$ cat config.mk
export PLATFORM = sky130hd
export DESIGN_NAME = rsp_queue
export DESIGN_NICKNAME = d
export VERILOG_FILES = /design/src/rtl/core/rsp_pkg.sv /design/src/rtl/core/rsp_queue.sv
export SDC_FILE = /design/constraint.sdc
export NUM_CORES = 1
export LEC_CHECK = 0
export BUFFER_PORTS_ARGS = -buffer_cell sky130_fd_sc_hd__buf_4
export CORE_AREA = 2 2 420 422
export CTS_CLUSTER_DIAMETER = 80
export DETAILED_ROUTE_END_ITERATION = 8
export DIE_AREA = 0 0 422 424
export GPL_TIMING_DRIVEN = 0
export MAX_ROUTING_LAYER = met4
export PLACE_DENSITY = 0.46
export SKIP_LAST_GASP = 1
export SLEW_MARGIN = 20
export SYNTH_ARGS = -nofsm -noshare
export SYNTH_HDL_FRONTEND = slang
export SYNTH_SLANG_ARGS = --single-unit
$ cat constraint.sdc
create_clock -name i_clk -period 62.2 [get_ports i_clk]
set_input_delay 3.11 -clock i_clk [delete_from_list [all_inputs] [get_ports i_clk]]
set_output_delay 3.11 -clock i_clk [all_outputs]
set_load 0.005 [all_outputs]
$ cat src/rtl/core/rsp_pkg.sv
// shared types and constants for the ray sphere pick nearest core
`default_nettype none
package rsp_pkg;

    localparam int KEEP_NEAREST_DEF = 8;
    localparam int TAG_BITS_DEF     = 16;
    localparam int COUNT_BITS_DEF   = 16;
    localparam int REPORT_MAX       = 8;
    localparam int QUEUE_DEPTH      = 2;
    localparam int WORD_W           = 32;
    localparam int DIR_W            = 18;
    localparam int NUM_WORDS        = 16;

    localparam logic [3:0] RADIUS_IDX = 4'd15;
    localparam logic [3:0] CENTER_IDX = 4'd12;
    localparam logic [3:0] TRANS_IDX  = 4'd9;
    localparam logic [30:0] U31_MAX   = 31'h7fffffff;
    localparam logic signed [DIR_W-1:0] DIR_Z_RESET = 18'sd65536;

    typedef enum logic [2:0] {
        CFG_EYE_X = 3'd0,
        CFG_EYE_Y = 3'd1,
        CFG_EYE_Z = 3'd2,
        CFG_DIR_X = 3'd3,
        CFG_DIR_Y = 3'd4,
        CFG_DIR_Z = 3'd5
    } t_cfg_idx;

    typedef enum logic [3:0] {
        S_IDLE,
        S_MUL,
        S_DRAIN,
        S_SQ1,
        S_SQ1W,
        S_RAD,
        S_RSAT,
        S_RSQ,
        S_TEST,
        S_SQ2W,
        S_INS,
        S_SUM,
        S_HITS
    } t_state;

    typedef struct packed {
        logic [NUM_WORDS-1:0][WORD_W-1:0] words;
        logic [15:0]                      tag;
        logic                             eval;
        logic                             report;
    } t_job;

endpackage
`default_nettype wire

$ cat src/rtl/core/rsp_queue.sv
// short job queue between front end and back end
`default_nettype none
module rsp_queue (
    input  wire logic          i_clk,
    input  wire logic          i_rst_n,
    input  wire logic          i_push,
    input  wire rsp_pkg::t_job i_job,
    input  wire logic          i_pop,
    output logic               o_valid,
    output logic               o_full,
    output rsp_pkg::t_job      o_job
);

    localparam int QW = (rsp_pkg::QUEUE_DEPTH > 1) ? $clog2(rsp_pkg::QUEUE_DEPTH) : 1;
    localparam int CW = $clog2(rsp_pkg::QUEUE_DEPTH + 1);

    rsp_pkg::t_job r_mem [rsp_pkg::QUEUE_DEPTH];
    logic [QW-1:0] r_wp;
    logic [QW-1:0] r_rp;
    logic [CW-1:0] r_cnt;

    assign o_valid = (r_cnt != '0);
    assign o_full  = (r_cnt == CW'(rsp_pkg::QUEUE_DEPTH));
    assign o_job   = r_mem[r_rp];

    always_ff @(posedge i_clk) begin
        if (i_push) begin
            r_mem[r_wp] <= i_job;
        end
    end

    always_ff @(posedge i_clk) begin
        if (!i_rst_n) begin
            r_wp  <= '0;
            r_rp  <= '0;
            r_cnt <= '0;
        end else begin
            if (i_push) begin
                r_wp <= (r_wp == QW'(rsp_pkg::QUEUE_DEPTH - 1)) ? '0 : r_wp + 1'b1;
            end
            if (i_pop) begin
                r_rp <= (r_rp == QW'(rsp_pkg::QUEUE_DEPTH - 1)) ? '0 : r_rp + 1'b1;
            end
            case ({i_push, i_pop})
                2'b10:   r_cnt <= r_cnt + 1'b1;
                2'b01:   r_cnt <= r_cnt - 1'b1;
                default: r_cnt <= r_cnt;
            endcase
        end
    end

endmodule
`default_nettype wire

==> results.py, run 1 <==
metrics = {
    "drt": {
        "dr_wl_met2_um": 66600,
        "detail_route.wirelength.met1_um": 49400,
        "vias": 20967,
        "met3_wirelength_um": 8530,
        "route.detailed.wl_per_inst_um": 23.7,
        "route.detailed.drc": 0,
        "route.top_layer_used": "met4",
        "route.final.wire_length_um": 127000,
        "drtPass1Iterations": 5,
        "postRouteAntennaNets": 0,
        "1st_iter_drt_viols": 1164,
        "vias_per_cell": 3.92,
    },
    "synthesis": {
        "netlist_area_mm2": 0.0387,
        "yosys.cell_count.top_type": "edfxtp_1",
        "synth-seq-area-share_pct": 82.6,
        "async_flop_share_pct": 0,
        "number_of_flops_mapped_to_enable_cells_by_yosys": 1060,
        "ys_ff_latch": 1065,
        "syn-mean-instance-area_um2": 23.1,
        "commonest_cells_in_the_netlist": "1060 x edfxtp_1, 530 x mux2_2, 56 x buf_6",
        "synth.top_cell.area_share_pct": 82.3,
        "yosys.area.top_type": "edfxtp_1",
        "postSynthNetCount": 2206,
        "post_synth_inst_count": 1671,
        "synth.lib_cells_used.distinct": 18,
        "dominantRegCellSynth": "edfxtp_1",
        "synth_area_leaders": "edfxtp_1 82%, mux2_2 15%, buf_6 1.6%, dfxtp_1 0.26%, and2_1 0.065%",
        "synthesis.yosys.warnings": 0,
    },
    "critical_path": {
        "critPathRequiredTime_ns": 59.09,
        "slowest_stage": "mux2_2",
        "cp_data_arrival_time_ns": 2.48,
        "startpoint_type_of_the_worst_setup_path": "flop",
        "timing.setup.critical_path_class": "flop to primary output",
        "crit_path_cell_trace": "buf_6 -> buf_6 -> buf_6 -> mux2_2 -> buf_4",
        "timing.critical_path.buf_inv": 4,
        "worst_setup_path_end_kind": "primary output",
        "worstPathMaxFanout": 10,
        "crit_top_cell": "buf_6",
        "cp_top_family": "buffers and inverters",
        "timing.critical_path.slowest_cell_delay_ns": 0.47,
    },
    "global_routing": {
        "grt_pass1_wl_um": 170000,
        "grt_overall_usage_pct": 14.0,
        "grt_start_max_net_pins": 46,
        "gr-total-overflow": 0,
        "grt_antenna_before_repair": 19,
        "first_global_vias": 21158,
    },
    "final_layout": {
        "final-seq-area_mm2": 0.0319,
        "nets": 3440,
        "final_core_util_pct": 31.2,
        "final.fill_count": 17426,
        "layout.cell_area.non_filler_mm2": 0.0545,
        "syn2layout_area_growth_pct": 41.0,
        "final_layout_size_suffix_gt1_share_pct": 62.3,
        "area_used_by_multi_input_combinational_logic_mm2": 0.00609,
    },
    "clock_tree": {
        "clock_tree.htree_level_count": 3,
        "cts_post_setup_buffers_inserted": 0,
        "clk_root_buffer_cell": "clkbuf_16",
        "clk-insertion-delay-late_ns": 0.76,
        "post_cts.resized_instances": 0,
        "post_cts_hold_buffer_count": 0,
        "clock_sinks": 1065,
        "clk_pin_slew_ns": 0.06,
        "cts_tree": "yes",
        "cts_made_buffers": 121,
        "ctsLongestPathBuffers": 3,
    },
    "power": {
        "worst_ir_drop_on_vdd_mv": 0.0214,
        "power-per-cell-area_mw_per_mm2": 31.8,
        "power.static_leakage_nw": 19.8,
    },
    "die": {
        "coreArea_mm2": 0.175,
        "fp.dieArea_mm2": 0.179,
        "starting_density_of_the_core_pct": 22.1,
        "fp.dieW_um": 422,
        "dieHeight_um": 424,
        "number_of_core_rows": 154,
        "boundaryPins": 1066,
    },
    "placement": {
        "postPlaceCellArea_mm2": 0.0507,
        "placement.io_buffers": 1065,
        "place_congestion": 0.859,
        "post-dp-hpwl_um": 97100,
    },
    "outcome": {
        "result_of_the_run": "complete, no violations",
    },
    "sta": {
        "final_min_period_over_clock_period_pct": 8.99,
        "achievable-frequency_mhz": 179,
        "setup_violations": 0,
        "final_max_slew_viol_count": 0,
        "rsz0062_at_grt": "no",
        "worst_slew_margin_rel_pct": 61.7,
        "layout_min_cycle_time_ns": 5.59,
        "tns_ns": 0,
        "finClkSkew_ns": 0.0249,
        "worst-slew-pin-transition_ns": 0.573,
        "hold_viol": 0,
    },
    "hold_path": {
        "hp-class": "flop to flop",
    },
    "run": {
        "timing.max_cap.violations": 0,
    },
}
cell type report:
type	instances	share of cell area, %
multi-input combinational	546	11.2
clock inverter	69	1.10
clock buffer	149	5.79
buffer	59	1.18
timing repair buffer	1111	16.7
sequential	1065	58.6
tap	2340	5.37
antenna	13	0.0597
inverter	1	0.00689
logic make-up after synthesis:
family                   count (synthesis)  share of synthesized area [%]
adder cells (fa/ha/maj)                  1                         0.0324
buffers and inverters                   60                           1.68
multiplexers                           530                           15.4
flip-flops                            1065                           82.6
XOR/XNOR                                 3                         0.0680
AO/OA/AOI/OAI                            3                         0.0518
AND/OR/NAND/NOR                          9                          0.146
report_power, final:
part,total (mW),switching [mW],internal (mW)
clock,0.682,0.290,0.391
combinational,0.216,0.101,0.115
sequential,0.837,0.00662,0.830
worst min-delay path, stage by stage (launching register included):
cell	delay, ns
dfxtp_1	0.33
o21ai_0	0.07
a21boi_0	0.07
flip-flops by register name (all words and copies together), names as in the netlist, named ones only:
| signal | flops |
|---|---|
| r_rp | 1 |
| r_wp | 1 |
| r_mem | 1060 |
| r_cnt | 2 |
worst paths after layout:
check,from,end,slack [ns],cells past startpoint
worst max-delay path,flop,o_job[262],56.61,5
worst min-delay path,r_cnt[1],r_cnt[1],0.52,2
worst max register to register,r_wp,r_mem[0][500],59.33,10
worst min register to register,r_cnt[1],r_cnt[1],0.52,2
per-layer routing:
layer,vias up,track usage [%]
met5,-,-
met4,0,4.18
met3,145,4.06
met2,611,24.1
met1,10986,15.8
li1,9225,-
per-stage QoR:
step / hold slack (ns) / setup WS (ns) / power, mW / cells
after floorplan: 0.468 / 35.16 / 0.956 / 1671
after global placement: 0.503 / 17.46 / 1.11 / 5076
after detailed placement: 0.519 / 56.33 / 1.07 / 5122
after CTS: 0.522 / 56.32 / 1.77 / 5340
after global routing: 0.554 / 56.39 / 1.80 / 5351
final: 0.516 / 56.61 / 1.73 / 5353
cell usage in the layout, fill, tap and decap left out, types with 2 or more instances in the layout:
| master | n |
|---|---|
| and2_1 | 3 |
| buf_12 | 15 |
| buf_16 | 29 |
| buf_2 | 3 |
| buf_4 | 1065 |
| buf_6 | 56 |
| buf_8 | 2 |
| bufinv_16 | 8 |
| clkbuf_1 | 27 |
| clkbuf_16 | 122 |
| clkinv_1 | 27 |
| clkinv_2 | 19 |
| clkinv_4 | 2 |
| clkinvlp_4 | 4 |
| dfxtp_1 | 5 |
| diode_2 | 13 |
| edfxtp_1 | 1060 |
| inv_6 | 5 |
| inv_8 | 2 |
| mux2_2 | 530 |
| xnor2_1 | 2 |
(Power assumes the default switching activity.)
==> run 2: changes to the inputs <==
clock period = 5.71 ns   (was 62.2 ns; I/O delays follow)
==> run 2 against run 1 <==
Net effect:
- setup slack worse by 54 ns
- total power grew to 11 times the previous value
- combinational power rose to 12 times the previous value
- count of clock-buffer cells in the layout is 17 higher
- wire length is 4.2% higher
- global-route usage grew 0.69 points
- die area unchanged
- clock skew is 0.0016 ns lower
- register-to-register slack got worse by 56 ns
- via count is 8.4% higher
- largest cell class unchanged
- largest power group unchanged
==> results.py, run 2 (same netlist as run 1, synthesis figures left out) <==
metrics = {
    "outcome": {
        "result_of_the_run": "complete, no violations",
    },
    "placement": {
        "place_congestion": 0.834,
        "pre_cts_ws_ns": 3.08,
        "post-dp-hpwl_um": 101000,
        "placedCellCount": 5118,
        "placement.io_buffers": 1065,
        "postPlaceCellArea_mm2": 0.0506,
    },
    "sta": {
        "worst-slew-pin-transition_ns": 0.545,
        "finClkSkew_ns": 0.0233,
        "achievable-frequency_mhz": 364,
        "final_max_slew_viol_count": 0,
        "hold_viol": 0,
        "layout_setup_ws_ns": 2.96,
        "holdWs_ns": 0.241,
        "tns_ns": 0,
        "setup_violations": 0,
        "layout_min_cycle_time_ns": 2.75,
        "final_min_period_over_clock_period_pct": 48.2,
        "worst_slew_margin_rel_pct": 63.7,
        "rsz0062_at_grt": "no",
    },
    "clock_tree": {
        "clock_sinks": 1065,
        "clk_root_buffer_cell": "clkbuf_16",
        "clk_pin_slew_ns": 0.06,
        "ctsLongestPathBuffers": 3,
        "cts_post_setup_buffers_inserted": 0,
        "clock_tree.htree_level_count": 4,
        "clk-insertion-delay-late_ns": 0.78,
        "cts_tree": "yes",
        "cts_made_buffers": 131,
    },
    "critical_path": {
        "crit_path_cell_trace": "buf_6 -> buf_6 -> buf_6 -> mux2_2 -> buf_4",
        "worstPathMaxFanout": 10,
        "startpoint_type_of_the_worst_setup_path": "flop",
        "timing.critical_path.slowest_cell_delay_ns": 0.45,
        "worst_setup_path_end_kind": "primary output",
        "cp_data_arrival_time_ns": 2.47,
        "critPathRequiredTime_ns": 5.42,
        "slowest_stage": "mux2_2",
        "timing.setup.critical_path_class": "flop to primary output",
        "crit_top_cell": "buf_6",
    },
    "run": {
        "timing.max_cap.violations": 0,
    },
    "die": {
        "fp.dieW_um": 422,
        "dieHeight_um": 424,
        "coreArea_mm2": 0.175,
        "boundaryPins": 1066,
        "starting_density_of_the_core_pct": 22.1,
        "fp.dieArea_mm2": 0.179,
        "number_of_core_rows": 154,
    },
    "final_layout": {
        "layout.cell_area.non_filler_mm2": 0.0601,
        "layout.cells.most_common": "buf_4",
        "syn2layout_area_growth_pct": 55.5,
        "instances_no_fill": 5895,
        "final.fill_count": 17036,
        "biggest_registers_after_layout": "r_mem: 1060 flops, r_cnt: 2 flops",
        "final_core_util_pct": 34.4,
        "largest_register_ff_count": 1060,
        "layout.cells.most_common_list": "1065 x buf_4, 1060 x edfxtp_1, 534 x dlygate4sd3_1, 530 x mux2_2, 131 x clkbuf_16",
        "final_layout_size_suffix_gt1_share_pct": 52.9,
        "nets": 3980,
        "largest_register": "r_mem",
    },
    "drt": {
        "vias": 22726,
        "postRouteAntennaNets": 0,
        "vias_per_cell": 3.86,
        "route.final.wire_length_um": 132000,
        "drtPass1Iterations": 5,
        "route.detailed.drc": 0,
        "route.detailed.wl_per_inst_um": 22.4,
        "1st_iter_drt_viols": 1083,
    },
    "power": {
        "totalPowerFinal_mw": 19.8,
        "worst_ir_drop_on_vdd_mv": 0.287,
        "power-per-cell-area_mw_per_mm2": 330,
        "power.static_leakage_nw": 22.2,
    },
    "global_routing": {
        "grt_overall_usage_pct": 14.7,
        "grt_antenna_before_repair": 23,
        "grt_start_max_net_pins": 47,
        "gr-total-overflow": 0,
        "first_global_vias": 24020,
        "grt_pass1_wl_um": 181000,
    },
    "hold_path": {
        "hp-class": "primary input to flop",
    },
}
## run 2: area by class of cell
| cell class | instances | area [um^2] | share of cell area [%] |
|---|---|---|---|
| flip-flops and latches | 1065 | 31900 | 53.1 |
| plain buffers | 59 | 646 | 1.07 |
| clock buffers | 166 | 3410 | 5.67 |
| multi-input cells | 546 | 6090 | 10.1 |
| inverters | 1 | 8.76 | 0.0146 |
| well taps | 2340 | 2930 | 4.87 |
| diodes | 8 | 20.0 | 0.0333 |
| clock inverters | 69 | 753 | 1.25 |
| repair buffers | 1641 | 14300 | 23.9 |
## run 2: worst max-delay path, delay by kind of cell (launching register included)
family	cells	cell delay [ns]
buffers and inverters	4	0.87
DFF	1	0.32
muxes	1	0.45
## run 2: worst paths after layout
check,start,to,slack (ns),depth (start not counted)
worst max register to register,r_wp,r_mem[1][185],3.21,5
worst max-delay path,flop,o_job[273],2.96,5
worst min-delay path,i_job[32],r_mem[0][32],0.24,2
worst min register to register,r_cnt[1],r_cnt[1],0.50,2
## run 2: what timing repair did
| item | CTS | global route |
|---|---|---|
| endpoints found under the hold margin | 1070 | 0 |
| gates resized for setup | 0 | 0 |
| hold buffers | 534 | 0 |
## run 2: power breakdown
group	switching [mW]	leakage, nW	internal (mW)
Sequential	0.0727	9.99	9.05
Clock	3.36	2.01	4.69
Combinational	1.20	10.2	1.48
## run 2: metal layers
| layer | global-route usage [%] | wire length [um] | up-vias |
|---|---|---|---|
| met5 | - | 0 | - |
| met4 | 4.33 | 3490 | 0 |
| met3 | 4.11 | 7460 | 207 |
| met2 | 26.2 | 71200 | 648 |
| met1 | 15.9 | 50000 | 11579 |
| li1 | - | - | 10292 |
==> run 3: changes to the inputs <==
ABC_AREA = 1   (was unset)
clock period = 2.86 ns   (was 5.71 ns; I/O delays follow)
==> run 3 against run 2 <==
Net effect:
- sequential power up 100%
- hold slack got worse by 0.13 ns
- global-route usage down 1.2 points
- critical endpoint is now o_job[424]
- cell area up 0.23%
- total power grew 90%
- highest routed layer unchanged
- area after synthesis barely moved
- count of clock-buffer cells in the layout is 13 lower
- largest power group unchanged
- core utilization is 0.078 points higher
- clock power grew 81%
==> results.py, run 3 <==
metrics = {
    "placement": {
        "placedCellCount": 5141,
        "postPlaceCellArea_mm2": 0.0508,
        "place_congestion": 0.825,
        "placement.io_buffers": 1065,
        "post-dp-hpwl_um": 91000,
    },
    "final_layout": {
        "area_used_by_multi_input_combinational_logic_mm2": 0.00608,
        "largest_register_ff_count": 1060,
        "layout.cells.most_common": "buf_4",
        "final_layout_size_suffix_gt1_share_pct": 52.0,
        "syn2layout_area_growth_pct": 55.8,
        "final.fill_count": 17031,
        "largest_register": "r_mem",
        "biggest_registers_after_layout": "r_mem: 1060 flops, r_cnt: 2 flops",
        "final-seq-area_mm2": 0.0319,
        "layout.cells.most_common_list": "1065 x buf_4, 1060 x edfxtp_1, 573 x dlygate4sd3_1, 530 x mux2_2, 120 x clkbuf_16",
        "instances_no_fill": 5943,
        "nets": 4031,
        "layout.cell_area.non_filler_mm2": 0.0603,
    },
    "critical_path": {
        "worstPathMaxFanout": 10,
        "timing.rr.start": "r_wp",
        "timing.reg2reg.setup_slack_ns": 0.55,
        "startpoint_type_of_the_worst_setup_path": "flop",
        "critPathRequiredTime_ns": 2.72,
        "timing.setup.critical_path_class": "flop to primary output",
        "worst_setup_path_end_kind": "primary output",
        "cp_data_arrival_time_ns": 2.41,
        "worst_r2r_endpoint": "r_mem[1][231]",
        "reg2reg_depth": 7,
    },
    "clock_tree": {
        "clk-insertion-delay-late_ns": 0.76,
        "cts_tree": "yes",
        "clock_tree.htree_level_count": 3,
        "cts_post_setup_buffers_inserted": 0,
        "clk_pin_slew_ns": 0.06,
        "post_cts.resized_instances": 0,
        "clock_sinks": 1065,
        "ctsLongestPathBuffers": 3,
        "cts_made_buffers": 120,
        "post_cts_hold_buffer_count": 573,
        "clk_root_buffer_cell": "clkbuf_16",
    },
    "sta": {
        "tns_ns": 0,
        "hold_viol": 0,
        "rsz0062_at_grt": "no",
        "final_max_slew_viol_count": 0,
        "layout_min_cycle_time_ns": 2.55,
        "setup_violations": 0,
        "achievable-frequency_mhz": 392,
        "finClkSkew_ns": 0.0440,
        "worst_slew_margin_rel_pct": 69.3,
        "holdWs_ns": 0.111,
        "final_min_period_over_clock_period_pct": 89.2,
        "worst-slew-pin-transition_ns": 0.459,
    },
    "global_routing": {
        "grt_start_max_net_pins": 30,
        "grt_antenna_before_repair": 15,
        "grt_overall_usage_pct": 13.5,
        "gr-total-overflow": 0,
        "grt_pass1_wl_um": 170000,
        "first_global_vias": 24529,
    },
    "synthesis": {
        "ys_ff_latch": 1065,
        "async_flop_share_pct": 0,
        "yosys.area.top_type": "edfxtp_1",
        "syn-mean-instance-area_um2": 23.0,
        "postSynthNetCount": 2219,
        "synth_area_leaders": "edfxtp_1 82%, mux2_2 15%, buf_6 1.3%, clkbuf_8 0.36%, dfxtp_1 0.26%",
        "number_of_flops_mapped_to_enable_cells_by_yosys": 1060,
        "post_synth_inst_count": 1684,
        "synth.lib_cells_used.distinct": 13,
        "synthesis.yosys.warnings": 0,
        "synth-seq-area-share_pct": 82.5,
        "yosys.cell_count.top_type": "edfxtp_1",
        "netlist_area_mm2": 0.0387,
        "commonest_cells_in_the_netlist": "1060 x edfxtp_1, 530 x mux2_2, 46 x buf_6",
        "dominantRegCellSynth": "edfxtp_1",
        "synth.top_cell.area_share_pct": 82.3,
    },
    "die": {
        "dieHeight_um": 424,
        "boundaryPins": 1066,
        "fp.dieArea_mm2": 0.179,
        "number_of_core_rows": 154,
        "starting_density_of_the_core_pct": 22.1,
        "coreArea_mm2": 0.175,
        "fp.dieW_um": 422,
    },
    "power": {
        "power.clock.fraction_pct": 38.8,
        "totalPowerFinal_mw": 37.7,
        "total_switching_power_mw": 8.52,
        "p_comb_share_pct": 12.8,
        "power.static_leakage_nw": 22.2,
        "p_sw_share_pct": 22.6,
        "power-per-cell-area_mw_per_mm2": 625,
        "worst_ir_drop_on_vdd_mv": 0.525,
        "internal-power_mw": 29.2,
        "p_seq_share_pct": 48.4,
    },
    "hold_path": {
        "hold_path.startpoint": "i_job[324]",
        "hold_path_depth": 2,
        "min_delay_worst_endpoint": "r_mem[1][324]",
        "hp-class": "primary input to flop",
    },
    "outcome": {
        "result_of_the_run": "complete, no violations",
    },
    "drt": {
        "1st_iter_drt_viols": 1027,
        "route.detailed.wl_per_inst_um": 20.4,
        "vias": 22558,
        "vias_per_cell": 3.80,
        "postRouteAntennaNets": 0,
        "route.final.wire_length_um": 121000,
        "route.detailed.drc": 0,
        "drtPass1Iterations": 5,
    },
    "run": {
        "timing.max_cap.violations": 0,
    },
}
[run 3: cell count changes in the layout (fill, tap and decap cells not counted), moves of 3 or more]
cell	before	now
dlygate4sd3_1	534	573
buf_12	20	36
clkbuf_16	131	120
buf_6	56	46
clkbuf_8	0	10
nor2_1	0	10
nand2_1	0	8
buf_16	22	16
clkinv_2	11	17
inv_1	0	5
inv_6	10	6
and2_1	3	0
clkinv_8	3	0
[run 3: power by group through the flow]
stage | Sequential, mW | Clock, mW | Combinational (mW)
after floorplan | 18.8 | 0 | 1.47
after global placement | 19.0 | 0 | 3.95
after detailed placement | 18.6 | 0 | 4.22
after CTS | 18.2 | 15.2 | 4.96
after global routing | 18.3 | 15.8 | 5.16
final | 18.2 | 14.6 | 4.84
[run 3: metrics by stage]
stage | setup slack, ns | utilization, %
floorplan | -5.91 | -
global placement | -12.75 | 28.4
detailed placement | 0.524 | 29.0
CTS | 0.0785 | 34.4
global route | 0.108 | 34.4
finish | 0.308 | 34.4
[run 3: worst max-delay path, stage by stage (launching register included)]
cell,delay [ns]
dfxtp_1,0.32
buf_6,0.20
buf_6,0.28
buf_6,0.20
mux2_2,0.42
buf_4,0.17
[run 3: per-layer routing]
layer,vias up,global-route usage [%],routed length [um]
met5,-,-,0
met4,0,5.57,4620
met3,217,3.52,7050
met2,652,23.7,64100
met1,11285,14.4,45600
li1,10404,-,-
[run 3: area by class of cell]
class | instances | share of cell area, %
diodes | 10 | 0.0415
plain buffers | 59 | 1.11
clock buffers | 153 | 5.19
clock inverters | 66 | 0.980
inverters | 6 | 0.0436
multi-input cells | 554 | 10.1
flip-flops and latches | 1065 | 53.0
well taps | 2340 | 4.86
repair buffers | 1690 | 24.7
[run 3: kinds of logic (layout without fill, tap and decap cells)]
family	count (synthesis)	after routing	share of synthesized area, %
DFF	1065	1065	82.5
muxes	530	530	15.4
buffers and inverters	65	1974	1.79
and+or+nand+nor	21	21	0.210
AOI/OAI and AO/OA	2	2	0.0258
adders and majority gates	1	1	0.0323
other	0	10	0
[run 3: worst max-delay path by stage]
stage	to	startpoint	slack (ns)
finish	o_job[424]	flop	0.31
global route	o_job[455]	flop	0.11
CTS	o_job[455]	flop	0.08
detailed placement	r_mem[1][229]	r_wp	0.52
global placement	r_mem[1][240]	r_wp	-12.75
floorplan	r_mem[1][0]	r_wp	-5.91
