`src/rtl/core/rsp_pkg.sv`:
```
// shared types and constants for the ray sphere pick nearest core
`default_nettype none
package rsp_pkg;

    localparam int KEEP_NEAREST_DEF = 8;
    localparam int TAG_BITS_DEF     = 16;
    localparam int COUNT_BITS_DEF   = 16;
    localparam int REPORT_MAX       = 8;
    localparam int QUEUE_DEPTH      = 2;
    localparam int WORD_W           = 32;
    localparam int DIR_W            = 18;
    localparam int NUM_WORDS        = 16;

    localparam logic [3:0] RADIUS_IDX = 4'd15;
    localparam logic [3:0] CENTER_IDX = 4'd12;
    localparam logic [3:0] TRANS_IDX  = 4'd9;
    localparam logic [30:0] U31_MAX   = 31'h7fffffff;
    localparam logic signed [DIR_W-1:0] DIR_Z_RESET = 18'sd65536;

    typedef enum logic [2:0] {
        CFG_EYE_X = 3'd0,
        CFG_EYE_Y = 3'd1,
        CFG_EYE_Z = 3'd2,
        CFG_DIR_X = 3'd3,
        CFG_DIR_Y = 3'd4,
        CFG_DIR_Z = 3'd5
    } t_cfg_idx;

    typedef enum logic [3:0] {
        S_IDLE,
        S_MUL,
        S_DRAIN,
        S_SQ1,
        S_SQ1W,
        S_RAD,
        S_RSAT,
        S_RSQ,
        S_TEST,
        S_SQ2W,
        S_INS,
        S_SUM,
        S_HITS
    } t_state;

    typedef struct packed {
        logic [NUM_WORDS-1:0][WORD_W-1:0] words;
        logic [15:0]                      tag;
        logic                             eval;
        logic                             report;
    } t_job;

endpackage
`default_nettype wire

```
`src/rtl/core/rsp_front.sv`:
```
// front end: record word store and job classification
`default_nettype none
module rsp_front (
    input  wire logic                        i_clk,
    input  wire logic                        i_rst_n,
    input  wire logic                        i_valid,
    input  wire logic                        i_full,
    input  wire logic signed [31:0]          i_word_value,
    input  wire logic [3:0]                  i_word_index,
    input  wire logic [15:0]                 i_instance_tag,
    input  wire logic                        i_frame_end,
    output logic                             o_push,
    output rsp_pkg::t_job                    o_job
);

    logic [rsp_pkg::NUM_WORDS-1:0][rsp_pkg::WORD_W-1:0] r_words;
    logic accept;
    logic is_radius;

    assign accept    = i_valid && !i_full;
    assign is_radius = (i_word_index == rsp_pkg::RADIUS_IDX);

    always_ff @(posedge i_clk) begin
        if (accept) begin
            r_words[i_word_index] <= i_word_value;
        end
    end

    always_comb begin
        o_job.words               = r_words;
        o_job.words[i_word_index] = i_word_value;
        o_job.tag                 = i_instance_tag;
        o_job.eval                = is_radius;
        o_job.report              = i_frame_end;
        o_push                    = accept && (is_radius || i_frame_end) && i_rst_n;
    end

endmodule
`default_nettype wire

```
`config.mk`:
```
export PLATFORM = sky130hd
export DESIGN_NAME = rsp_front
export DESIGN_NICKNAME = d
export VERILOG_FILES = /design/src/rtl/core/rsp_pkg.sv /design/src/rtl/core/rsp_front.sv
export SDC_FILE = /design/constraint.sdc
export NUM_CORES = 1
export LEC_CHECK = 0
export BUFFER_PORTS_ARGS = -buffer_cell sky130_fd_sc_hd__buf_2
export CAP_MARGIN = 0
export CORE_AREA = 2 2 232 234
export CTS_CLUSTER_SIZE = 16
export DETAILED_ROUTE_END_ITERATION = 8
export DIE_AREA = 0 0 234 236
export GPL_TIMING_DRIVEN = 0
export MAX_ROUTING_LAYER = met4
export PLACE_DENSITY = 0.66
export SKIP_LAST_GASP = 1
export SLEW_MARGIN = 20
export SYNTH_ARGS = -nofsm -noshare
export SYNTH_HDL_FRONTEND = slang
export SYNTH_SLANG_ARGS = --single-unit
```
`constraint.sdc`:
```
create_clock -name i_clk -period 93.7 [get_ports i_clk]
set_input_delay 9.37 -clock i_clk [delete_from_list [all_inputs] [get_ports i_clk]]
set_output_delay 9.37 -clock i_clk [all_outputs]
set_load 0.03 [all_outputs]
```
==> flow_metrics.env, run 1 <==
export IMPL_synth_fa_ha_area_frac=0
export IMPL_synthMuxAreaShare=0.264
export IMPL_cts_hold_buf=0
export IMPL_dieArea_mm2=0.0552
export IMPL_vias_per_cell=5.13
export IMPL_rsz0062_at_grt="no"
export IMPL_power_total_mw=0.549
export IMPL_startpoint="i_word_index[0]"
export IMPL_cts_buffers=54
export IMPL_core_area_mm2=0.0531
export IMPL_synth_xor_area_frac=0
export IMPL_comb_power_share=0.133
export IMPL_synth_area_mm2=0.0221
export IMPL_synth_compound_area_share=0.000453
export IMPL_drc=0
export IMPL_ys_ff_latch=512
export IMPL_r2r_cells=1
export IMPL_grt_total_usage=0.218
export IMPL_clk_latency_ps=580
export IMPL_r2r_slack_ps=92750
export IMPL_finalHoldViolations=0
export IMPL_start_kind="primary input"
export IMPL_drt_wl_total_um=60800
export IMPL_internal_power_mw=0.407
export IMPL_io_pins=588
export IMPL_antenna_left=0
export IMPL_placed_cell_area_mm2=0.0263
export IMPL_worstSetupEndpoint="o_job[489]"
export IMPL_cts_tree="built"
export IMPL_synth_top_area_share=0.695
export IMPL_max_freq_ghz=0.0486
export IMPL_dr_total_vias=13100
export IMPL_slew_violations=0
export IMPL_tightestPinTransition_ps=762
export IMPL_r2r_end="r_words[195]$_DFFE_PP_"
export IMPL_clkTransAtPathRegs_ps=60
export IMPL_synth_top_family_by_area="multiplexers"
export IMPL_clock_skew_ps=0
export IMPL_grt_pass1_wl_um=86800
export IMPL_syn_nets=1208
export IMPL_cts_resized_gates=0
export IMPL_overflow=0
export IMPL_routedWlPerCell_um=23.9
export IMPL_synth_cell_types=16
export IMPL_synth_area_leaders="edfxtp_1 (70%), mux2_2 (24%), mux2_4 (1.4%), mux2_1 (1.0%), buf_6 (0.81%)"
export IMPL_cp_end_kind="output port"
export IMPL_area_growth_synth_to_final_pct=26.8
export IMPL_final_min_clock_period_ps=20570
export IMPL_grt_pass1_vias=13300
export IMPL_drive_above_1_share=0.676
export IMPL_setup_viol=0
export IMPL_largest_reg_flops=512
export IMPL_cts_root_buf="clkbuf_16"
export IMPL_fill_cells=4367
export IMPL_ir_worst_vdd_mv=0.0158
export IMPL_fin_nets=1855
export IMPL_status="complete, no violations"
export IMPL_power_density_mw_per_mm2=19.6
export IMPL_cp_required_ps=84330
export IMPL_top_register="r_words"
export IMPL_die_w_um=234
export IMPL_postLayoutCellArea_mm2=0.0281
export IMPL_place_gp_congestion=0.800
export IMPL_slew_headroom=0.492
export IMPL_hold_class="register to register"
export IMPL_avgSynthCellArea_um2=19.2
export IMPL_clk_path_buf_depth=3
export IMPL_hpwl_um=44100
export IMPL_critical_path_peak_fanout=10
export IMPL_cts_sinks=512
export IMPL_fin_util=0.529
export IMPL_synthSimpleGateAreaFrac=0.0111
export IMPL_top_regs="r_words (512)"
export IMPL_yosysTopAreaCell="edfxtp_1"
export IMPL_final_cell_mix="buf_2 (604), edfxtp_1 (512), mux2_2 (472)"
export IMPL_clkPwrFrac=0.383
export IMPL_die_h_um=236
export IMPL_setup_tns_ps=0
export IMPL_final_common_cell="buf_2"
export IMPL_p_leak_nw=10.6
export IMPL_portBuffers=571
export IMPL_yosys_warnings=0
export IMPL_yosysSeqAreaShare=0.695
export IMPL_grt_max_degree=31
export IMPL_antenna_found_initial=0
export IMPL_post_cts_setup_buffer_count=0
export IMPL_maxCapViolCount=0
export IMPL_r2r_start="r_words[195]$_DFFE_PP_"
export IMPL_syn_inst=1151
export IMPL_finalCritPeriodShare=0.220
export IMPL_swShare=0.258
export IMPL_drtIter0Drc=725
export IMPL_htree_num_levels=2
export IMPL_cp_arrival_ps=11200
export IMPL_fp_row_count=85
export IMPL_start_util=0.417
export IMPL_first_pass_iters=5
export IMPL_pwr_share_seq=0.484
export IMPL_crit_type="primary input to output port"
export IMPL_power_switching_mw=0.141
-- how the worst min path moves through the flow --
stage                           startpoint                      to  slack [ps]  depth (start not counted)
floorplan           r_words[268]$_DFFE_PP_  r_words[268]$_DFFE_PP_         630                          1
global placement    r_words[205]$_DFFE_PP_  r_words[205]$_DFFE_PP_         540                          1
detailed placement    r_words[6]$_DFFE_PP_    r_words[6]$_DFFE_PP_         540                          1
CTS                 r_words[259]$_DFFE_PP_  r_words[259]$_DFFE_PP_         560                          1
global route        r_words[260]$_DFFE_PP_  r_words[260]$_DFFE_PP_         570                          1
finish              r_words[204]$_DFFE_PP_  r_words[204]$_DFFE_PP_         560                          1
-- final cells by class --
| cell class | instances | area (um2) | share of cell area |
|---|---|---|---|
| antenna | 3 | 7.51 | 0.000268 |
| buffer | 108 | 646 | 0.0230 |
| clock buffer | 63 | 1450 | 0.0516 |
| clock inverter | 38 | 290 | 0.0103 |
| inverter | 1 | 3.75 | 0.000134 |
| multi-input combinational | 530 | 6100 | 0.218 |
| sequential | 512 | 15400 | 0.548 |
| tap | 696 | 871 | 0.0310 |
| timing repair buffer | 591 | 3310 | 0.118 |
-- worst max-delay path: stages --
cell and delay, ps:
buf_2 140, buf_6 160, nand4b_1 550, buf_2 450, mux2_2 330, buf_2 190
-- cells by family after synthesis --
kind of cell | Yosys count
buffers and inverters | 109
multiplexers | 512
AND/OR/NAND/NOR | 17
AO/OA/AOI/OAI | 1
flip-flops | 512
-- power groups by stage --
stage          registers (mW)  logic, mW  clock network, mW
6_report                0.266     0.0728              0.210
5_1_grt                 0.266     0.0765              0.224
4_1_cts                 0.266     0.0734              0.214
3_5_place_dp            0.270     0.0732                  0
3_3_place_gp            0.282     0.0698                  0
2_1_floorplan           0.278     0.0487                  0
-- layer usage --
metal,global-route usage,share of wire,vias to the layer above
met5,-,0,-
met4,0.0660,0.028,0
met3,0.0610,0.073,101
met2,0.348,0.49,437
met1,0.268,0.41,6694
li1,-,-,5818
-- per-stage QoR --
step / hold slack (ps) / cells / setup WS, ps
global route: 566 / 2539 / 73010
CTS: 559 / 2539 / 73030
global placement: 535 / 2418 / 41750
floorplan: 626 / 1151 / 50160
detailed placement: 543 / 2438 / 73030
finish: 558 / 2542 / 73130
-- synth_stat cells (all sizes together) --
library cell  instances
and4bb                6
buf                  70
clkbuf               38
edfxtp              512
inv                   1
mux2                512
nand4                 1
nand4b                4
nor2b                 1
nor4                  1
nor4b                 4
o211a                 1
Note: power is estimated with default switching activity, not from simulation.
==> inputs of run 2 (changes only) <==
--- a/config.mk
+++ b/config.mk
@@ -7,13 +7,13 @@
 export LEC_CHECK = 0
 export BUFFER_PORTS_ARGS = -buffer_cell sky130_fd_sc_hd__buf_2
 export CAP_MARGIN = 0
-export CORE_AREA = 2 2 232 234
+export CORE_AREA = 2 2 231 233
 export CTS_CLUSTER_SIZE = 16
 export DETAILED_ROUTE_END_ITERATION = 8
-export DIE_AREA = 0 0 234 236
+export DIE_AREA = 0 0 233 235
 export GPL_TIMING_DRIVEN = 0
 export MAX_ROUTING_LAYER = met4
-export PLACE_DENSITY = 0.66
+export PLACE_DENSITY = 0.69
 export SKIP_LAST_GASP = 1
 export SLEW_MARGIN = 20
 export SYNTH_ARGS = -nofsm -noshare
==> constraint.sdc (replaced) <==
create_clock -name i_clk -period 17.63 [get_ports i_clk]
set_input_delay 1.763 -clock i_clk [delete_from_list [all_inputs] [get_ports i_clk]]
set_output_delay 1.763 -clock i_clk [all_outputs]
set_load 0.03 [all_outputs]
==> run 2 against run 1 <==
Sequential power rose to 5.3 times the previous value; routed wire length about the same; combinational power rose to 5.3 times the previous value; final cell count down 0.35%; final area about the same; count of clock-buffer cells in the layout up 4; worst setup slack worse by 61000 ps.
==> flow_metrics.env, run 2 (synthesis results as in run 1) <==
export IMPL_cp_slowest_cell="clkbuf_1"
export IMPL_overflow=0
export IMPL_clock_skew_ps=0
export IMPL_power_switching_mw=0.740
export IMPL_core_area_mm2=0.0522
export IMPL_comb_power_share=0.133
export IMPL_slew_violations=0
export IMPL_htree_num_levels=2
export IMPL_tightestPinTransition_ps=744
export IMPL_path_common_cell="buf_2"
export IMPL_hold_class="register to register"
export IMPL_final_cell_mix="buf_2 (604), edfxtp_1 (512), mux2_2 (472)"
export IMPL_clkPwrFrac=0.384
export IMPL_clk_path_buf_depth=3
export IMPL_cp_arrival_ps=3670
export IMPL_dieArea_mm2=0.0548
export IMPL_layout_cells_non_filler=2533
export IMPL_placed_cell_area_mm2=0.0263
export IMPL_finalCritPeriodShare=0.308
export IMPL_rsz0062_at_grt="no"
export IMPL_io_pins=588
export IMPL_crit_type="primary input to output port"
export IMPL_cp_required_ps=15870
export IMPL_top_register="r_words"
export IMPL_cts_hold_buf=0
export IMPL_cts_sinks=512
export IMPL_critPathMaxStageDelay_ps=460
export IMPL_maxCapViolCount=0
export IMPL_routedWlPerCell_um=24.0
export IMPL_status="complete, no violations"
export IMPL_start_util=0.423
export IMPL_postLayoutCellArea_mm2=0.0281
export IMPL_largest_reg_flops=512
export IMPL_crit_chain="buf_2 -> and4bb_2 -> clkbuf_1 -> buf_2 -> mux2_2 -> buf_2"
export IMPL_fin_nets=1856
export IMPL_hold_path_depth=1
export IMPL_swShare=0.254
export IMPL_drtIter0Drc=825
export IMPL_grt_max_degree=30
export IMPL_die_h_um=235
export IMPL_clkTransAtPathRegs_ps=60
export IMPL_cts_buffers=54
export IMPL_drc=0
export IMPL_post_cts_setup_buffer_count=0
export IMPL_finalHoldViolations=0
export IMPL_vias_per_cell=5.18
export IMPL_setup_viol=0
export IMPL_grt_pass1_wl_um=87500
export IMPL_final_common_cell="buf_2"
export IMPL_place_gp_congestion=0.794
export IMPL_start_kind="primary input"
export IMPL_antenna_found_initial=4
export IMPL_r2r_cells=1
export IMPL_top_regs="r_words (512)"
export IMPL_p_leak_nw=10.6
export IMPL_setup_tns_ps=0
export IMPL_antenna_left=0
export IMPL_cp_end_kind="output port"
export IMPL_grt_pass1_vias=13300
export IMPL_portBuffers=571
export IMPL_clk_latency_ps=580
export IMPL_slew_headroom=0.502
export IMPL_internal_power_mw=2.18
export IMPL_hpwl_um=44400
export IMPL_max_freq_ghz=0.184
export IMPL_place_inst=2431
export IMPL_cts_resized_gates=0
export IMPL_die_w_um=233
export IMPL_fin_util=0.537
export IMPL_drive_above_1_share=0.676
export IMPL_cts_tree="built"
export IMPL_pwr_share_seq=0.484
export IMPL_first_pass_iters=5
export IMPL_critical_path_peak_fanout=10
export IMPL_area_growth_synth_to_final_pct=26.9
export IMPL_dr_total_vias=13100
export IMPL_ir_worst_vdd_mv=0.0863
export IMPL_cts_root_buf="clkbuf_16"
export IMPL_power_density_mw_per_mm2=104
export IMPL_drt_wl_total_um=60800
export IMPL_fp_row_count=84
export IMPL_final_min_clock_period_ps=5430
export IMPL_grt_total_usage=0.221
-- run 2: metrics by stage --
step	worst slack [ps]	hold slack [ps]	total power, mW
after CTS	12180	560	2.95
after detailed placement	12180	546	1.83
final	12200	555	2.92
after global placement	2890	538	1.82
after floorplan	5780	626	1.71
after global routing	12140	575	3.01
-- run 2: worst max-delay path, delay by kind of cell --
kind | cells | cell delay (ps)
buffers and inverters | 4 | 1200
muxes | 1 | 400
and+or+nand+nor | 1 | 290
-- run 2: final cells by class --
cell class / instances / area (um2)
Antenna cell: 4 / 10.0
Buffer: 108 / 646
Clock buffer: 67 / 1460
Clock inverter: 31 / 270
Fill cell: 4213 / 24200
Inverter: 1 / 3.75
Multi-Input combinational cell: 530 / 6100
Sequential cell: 512 / 15400
Tap cell: 688 / 861
Timing Repair Buffer: 592 / 3330
-- run 2: path summary, 6_finish.rpt --
check                                       startpoint                     end  slack [ps]
worst min-delay path            r_words[328]$_DFFE_PP_  r_words[328]$_DFFE_PP_         560
worst max register to register  r_words[195]$_DFFE_PP_  r_words[195]$_DFFE_PP_       16660
worst min register to register  r_words[328]$_DFFE_PP_  r_words[328]$_DFFE_PP_         560
worst max-delay path                   i_word_index[2]              o_job[328]       12200
-- run 2: per-layer routing --
metal	GRT usage	up-vias	wire, um
met5	-	-	0
met4	0.0836	0	2080
met3	0.0568	124	4780
met2	0.353	539	29500
met1	0.270	6629	24400
li1	-	5820	-
-- run 2: power groups by stage --
| stage | clock (mW) | sequential (mW) | combinational, mW |
|---|---|---|---|
| 2_1_floorplan | 0 | 1.45 | 0.259 |
| 3_3_place_gp | 0 | 1.45 | 0.370 |
| 3_5_place_dp | 0 | 1.44 | 0.389 |
| 4_1_cts | 1.15 | 1.41 | 0.390 |
| 5_1_grt | 1.19 | 1.42 | 0.407 |
| 6_report | 1.12 | 1.41 | 0.388 |
==> inputs of run 3 (changes only) <==
--- a/config.mk
+++ b/config.mk
@@ -5,15 +5,16 @@
 export SDC_FILE = /design/constraint.sdc
 export NUM_CORES = 1
 export LEC_CHECK = 0
+export ABC_AREA = 1
 export BUFFER_PORTS_ARGS = -buffer_cell sky130_fd_sc_hd__buf_2
 export CAP_MARGIN = 0
-export CORE_AREA = 2 2 231 233
+export CORE_AREA = 2 2 227 229
 export CTS_CLUSTER_SIZE = 16
 export DETAILED_ROUTE_END_ITERATION = 8
-export DIE_AREA = 0 0 233 235
+export DIE_AREA = 0 0 229 231
 export GPL_TIMING_DRIVEN = 0
 export MAX_ROUTING_LAYER = met4
-export PLACE_DENSITY = 0.69
+export PLACE_DENSITY = 0.72
 export SKIP_LAST_GASP = 1
 export SLEW_MARGIN = 20
 export SYNTH_ARGS = -nofsm -noshare
==> constraint.sdc (replaced) <==
create_clock -name i_clk -period 4.65 [get_ports i_clk]
set_input_delay 0.465 -clock i_clk [delete_from_list [all_inputs] [get_ports i_clk]]
set_output_delay 0.465 -clock i_clk [all_outputs]
set_load 0.03 [all_outputs]
==> run 3 against run 2 <==
Worst hold slack worse by 250 ps; register-to-register slack worse by 13000 ps; critical endpoint is now o_job[234]; largest power group unchanged; final cell count up 44%; synthesized cell count up 100%; combinational power rose to 4.5 times the previous value; via count up 50%.
==> flow_metrics.env, run 3 <==
export IMPL_status="complete, no violations"
export IMPL_yosysSeqAreaShare=0.681
export IMPL_crit_family="buffers and inverters"
export IMPL_fin_nets=2981
export IMPL_synthArstFlopShare=0
export IMPL_startpoint="i_word_index[2]"
export IMPL_synth_cell_types=10
export IMPL_synth_area_leaders="edfxtp_1 (68%), nand2_1 (21%), nand3_1 (6.4%), clkbuf_1 (2.7%), buf_2 (0.66%)"
export IMPL_min_from="i_full"
export IMPL_place_inst=3547
export IMPL_rsz0062_at_grt="no"
export IMPL_place_gp_congestion=0.956
export IMPL_layout_cells_non_filler=3644
export IMPL_cp_slowest_cell="nor2_2"
export IMPL_tightestPinTransition_ps=1180
export IMPL_syn_inst=2307
export IMPL_synth_fa_ha_area_frac=0
export IMPL_antenna_left=0
export IMPL_synth_top_family_by_area="simple AND/OR/NAND/NOR gates"
export IMPL_path_common_cell="buf_2"
export IMPL_cts_root_buf="clkbuf_16"
export IMPL_portBuffers=539
export IMPL_drive_above_1_share=0.233
export IMPL_yosys_warnings=0
export IMPL_grt_pass1_vias=18600
export IMPL_antenna_found_initial=0
export IMPL_start_kind="primary input"
export IMPL_final_min_clock_period_ps=3180
export IMPL_critical_path_peak_fanout=10
export IMPL_diodes=0
export IMPL_cts_hold_buf=0
export IMPL_cts_sinks=512
export IMPL_htree_num_levels=2
export IMPL_synthSimpleGateAreaFrac=0.279
export IMPL_routedWlPerCell_um=22.9
export IMPL_grt_pass1_wl_um=120000
export IMPL_fp_row_count=83
export IMPL_drt_wl_total_um=83500
export IMPL_overflow=0
export IMPL_swShare=0.284
export IMPL_ir_worst_vdd_mv=0.350
export IMPL_crit_type="primary input to output port"
export IMPL_ys_top_cells_by_count="nand2_1 (1,273), edfxtp_1 (512), nand3_1 (288)"
export IMPL_setup_tns_ps=0
export IMPL_dr_total_vias=19600
export IMPL_grt_total_usage=0.316
export IMPL_drtIter0Drc=2417
export IMPL_cp_end_kind="output port"
export IMPL_avgSynthCellArea_um2=9.79
export IMPL_dieArea_mm2=0.0529
export IMPL_crit_chain="buf_2 -> inv_1 -> nor2_2 -> buf_2 -> buf_2 -> nand3_1 -> nand2_1 -> buf_2"
export IMPL_cts_tree="built"
export IMPL_synth_compound_area_share=0
export IMPL_clkTransAtPathRegs_ps=60
export IMPL_hpwl_um=60100
export IMPL_finalCritPeriodShare=0.685
export IMPL_grt_max_degree=30
export IMPL_slew_violations=0
export IMPL_die_h_um=231
export IMPL_clk_path_buf_depth=3
export IMPL_final_common_cell="nand2_1"
export IMPL_area_growth_synth_to_final_pct=25.4
export IMPL_post_cts_setup_buffer_count=0
export IMPL_final_cell_mix="nand2_1 (1,273), buf_2 (569), edfxtp_1 (512)"
export IMPL_placed_cell_area_mm2=0.0267
export IMPL_postLayoutCellArea_mm2=0.0283
export IMPL_top_register="r_words"
export IMPL_ys_ff_latch=512
export IMPL_die_w_um=229
export IMPL_hold_ws_ps=308
export IMPL_synth_top_area_share=0.681
export IMPL_finalHoldViolations=0
export IMPL_drc=0
export IMPL_synth_most_common_cell="nand2_1"
export IMPL_io_pins=588
export IMPL_hold_class="primary input to register"
export IMPL_power_density_mw_per_mm2=398
export IMPL_power_switching_mw=3.20
export IMPL_synth_xor_area_frac=0
export IMPL_comb_power_share=0.154
export IMPL_p_leak_nw=12.8
export IMPL_clock_skew_ps=0
export IMPL_syn_nets=2364
export IMPL_yosys_most_used_dff="edfxtp_1"
export IMPL_core_area_mm2=0.0507
export IMPL_largest_reg_flops=512
export IMPL_synthMuxAreaShare=0
export IMPL_cts_resized_gates=0
export IMPL_pwr_share_seq=0.477
export IMPL_power_total_mw=11.3
export IMPL_first_pass_iters=6
export IMPL_clk_latency_ps=600
export IMPL_critPathMaxStageDelay_ps=640
export IMPL_cp_required_ps=4180
export IMPL_cts_buffers=55
export IMPL_cp_num_buf_inv=5
export IMPL_clkPwrFrac=0.369
export IMPL_r2r_start="r_words[505]$_DFFE_PP_"
export IMPL_vias_per_cell=5.39
export IMPL_max_freq_ghz=0.314
export IMPL_slew_headroom=0.214
export IMPL_setup_viol=0
export IMPL_start_util=0.446
export IMPL_maxCapViolCount=0
export IMPL_yosysTopAreaCell="edfxtp_1"
export IMPL_internal_power_mw=8.08
export IMPL_cp_arrival_ps=2720
export IMPL_synth_area_mm2=0.0226
export IMPL_synth_edf_count=512
export IMPL_top_regs="r_words (512)"
run 3: cell count changes in the layout (fill, tap and decap cells not counted), sizes merged, moves of 4 or more:
cell	before	now
and4bb	6	0
buf	662	611
clkbuf	105	225
diode	4	0
inv	1	9
mux2	512	0
nand2	0	1273
nand3	0	288
nand4b	4	0
nor2	0	16
nor4b	4	0
run 3: kinds of logic (layout without fill, tap and decap cells):
logic type | Yosys count | count (layout)
AND/OR/NAND/NOR | 1577 | 1577
buffers and inverters | 218 | 875
flip-flops | 512 | 512
run 3: path summary, 6_finish.rpt:
path                                                to  slack (ps)  cells after the start
worst max-delay path                        o_job[234]        1470                      8
worst max register to register  r_words[505]$_DFFE_PP_        3770                      2
worst min-delay path            r_words[457]$_DFFE_PP_         310                      2
worst min register to register  r_words[316]$_DFFE_PP_         540                      2
run 3: per-stage QoR:
stage,worst slack (ps),util
3_3_place_gp,-6960,0.516
2_1_floorplan,-4380,-
4_1_cts,1490,0.559
5_1_grt,1370,0.559
3_5_place_dp,1490,0.526
6_report,1470,0.559
run 3: layout make-up:
class	count	area, um2
clock inverters	32	254
multi-input cells	1577	6300
well taps	680	851
fillers	4460	22300
plain buffers	211	905
inverters	7	38.8
clock buffers	65	1410
repair buffers	560	3190
flip-flops and latches	512	15400
run 3: per-layer routing:
layer | wire [um] | track usage
met1 | 31400 | 0.390
met5 | 0 | -
met4 | 3160 | 0.118
met3 | 9210 | 0.0799
met2 | 39800 | 0.504
run 3: power by group through the flow:
stage,logic (mW),clock network [mW],registers [mW]
after floorplan,1.06,0,5.51
after global placement,1.64,0,5.54
after detailed placement,1.72,0,5.47
after CTS,1.72,4.20,5.38
after global routing,1.83,4.37,5.39
final,1.74,4.17,5.38
run 3: worst register-to-register path: cells and delay by family, from the launching register on:
family | cells | cell delay (ps)
flops | 1 | 360
simple gates | 2 | 230
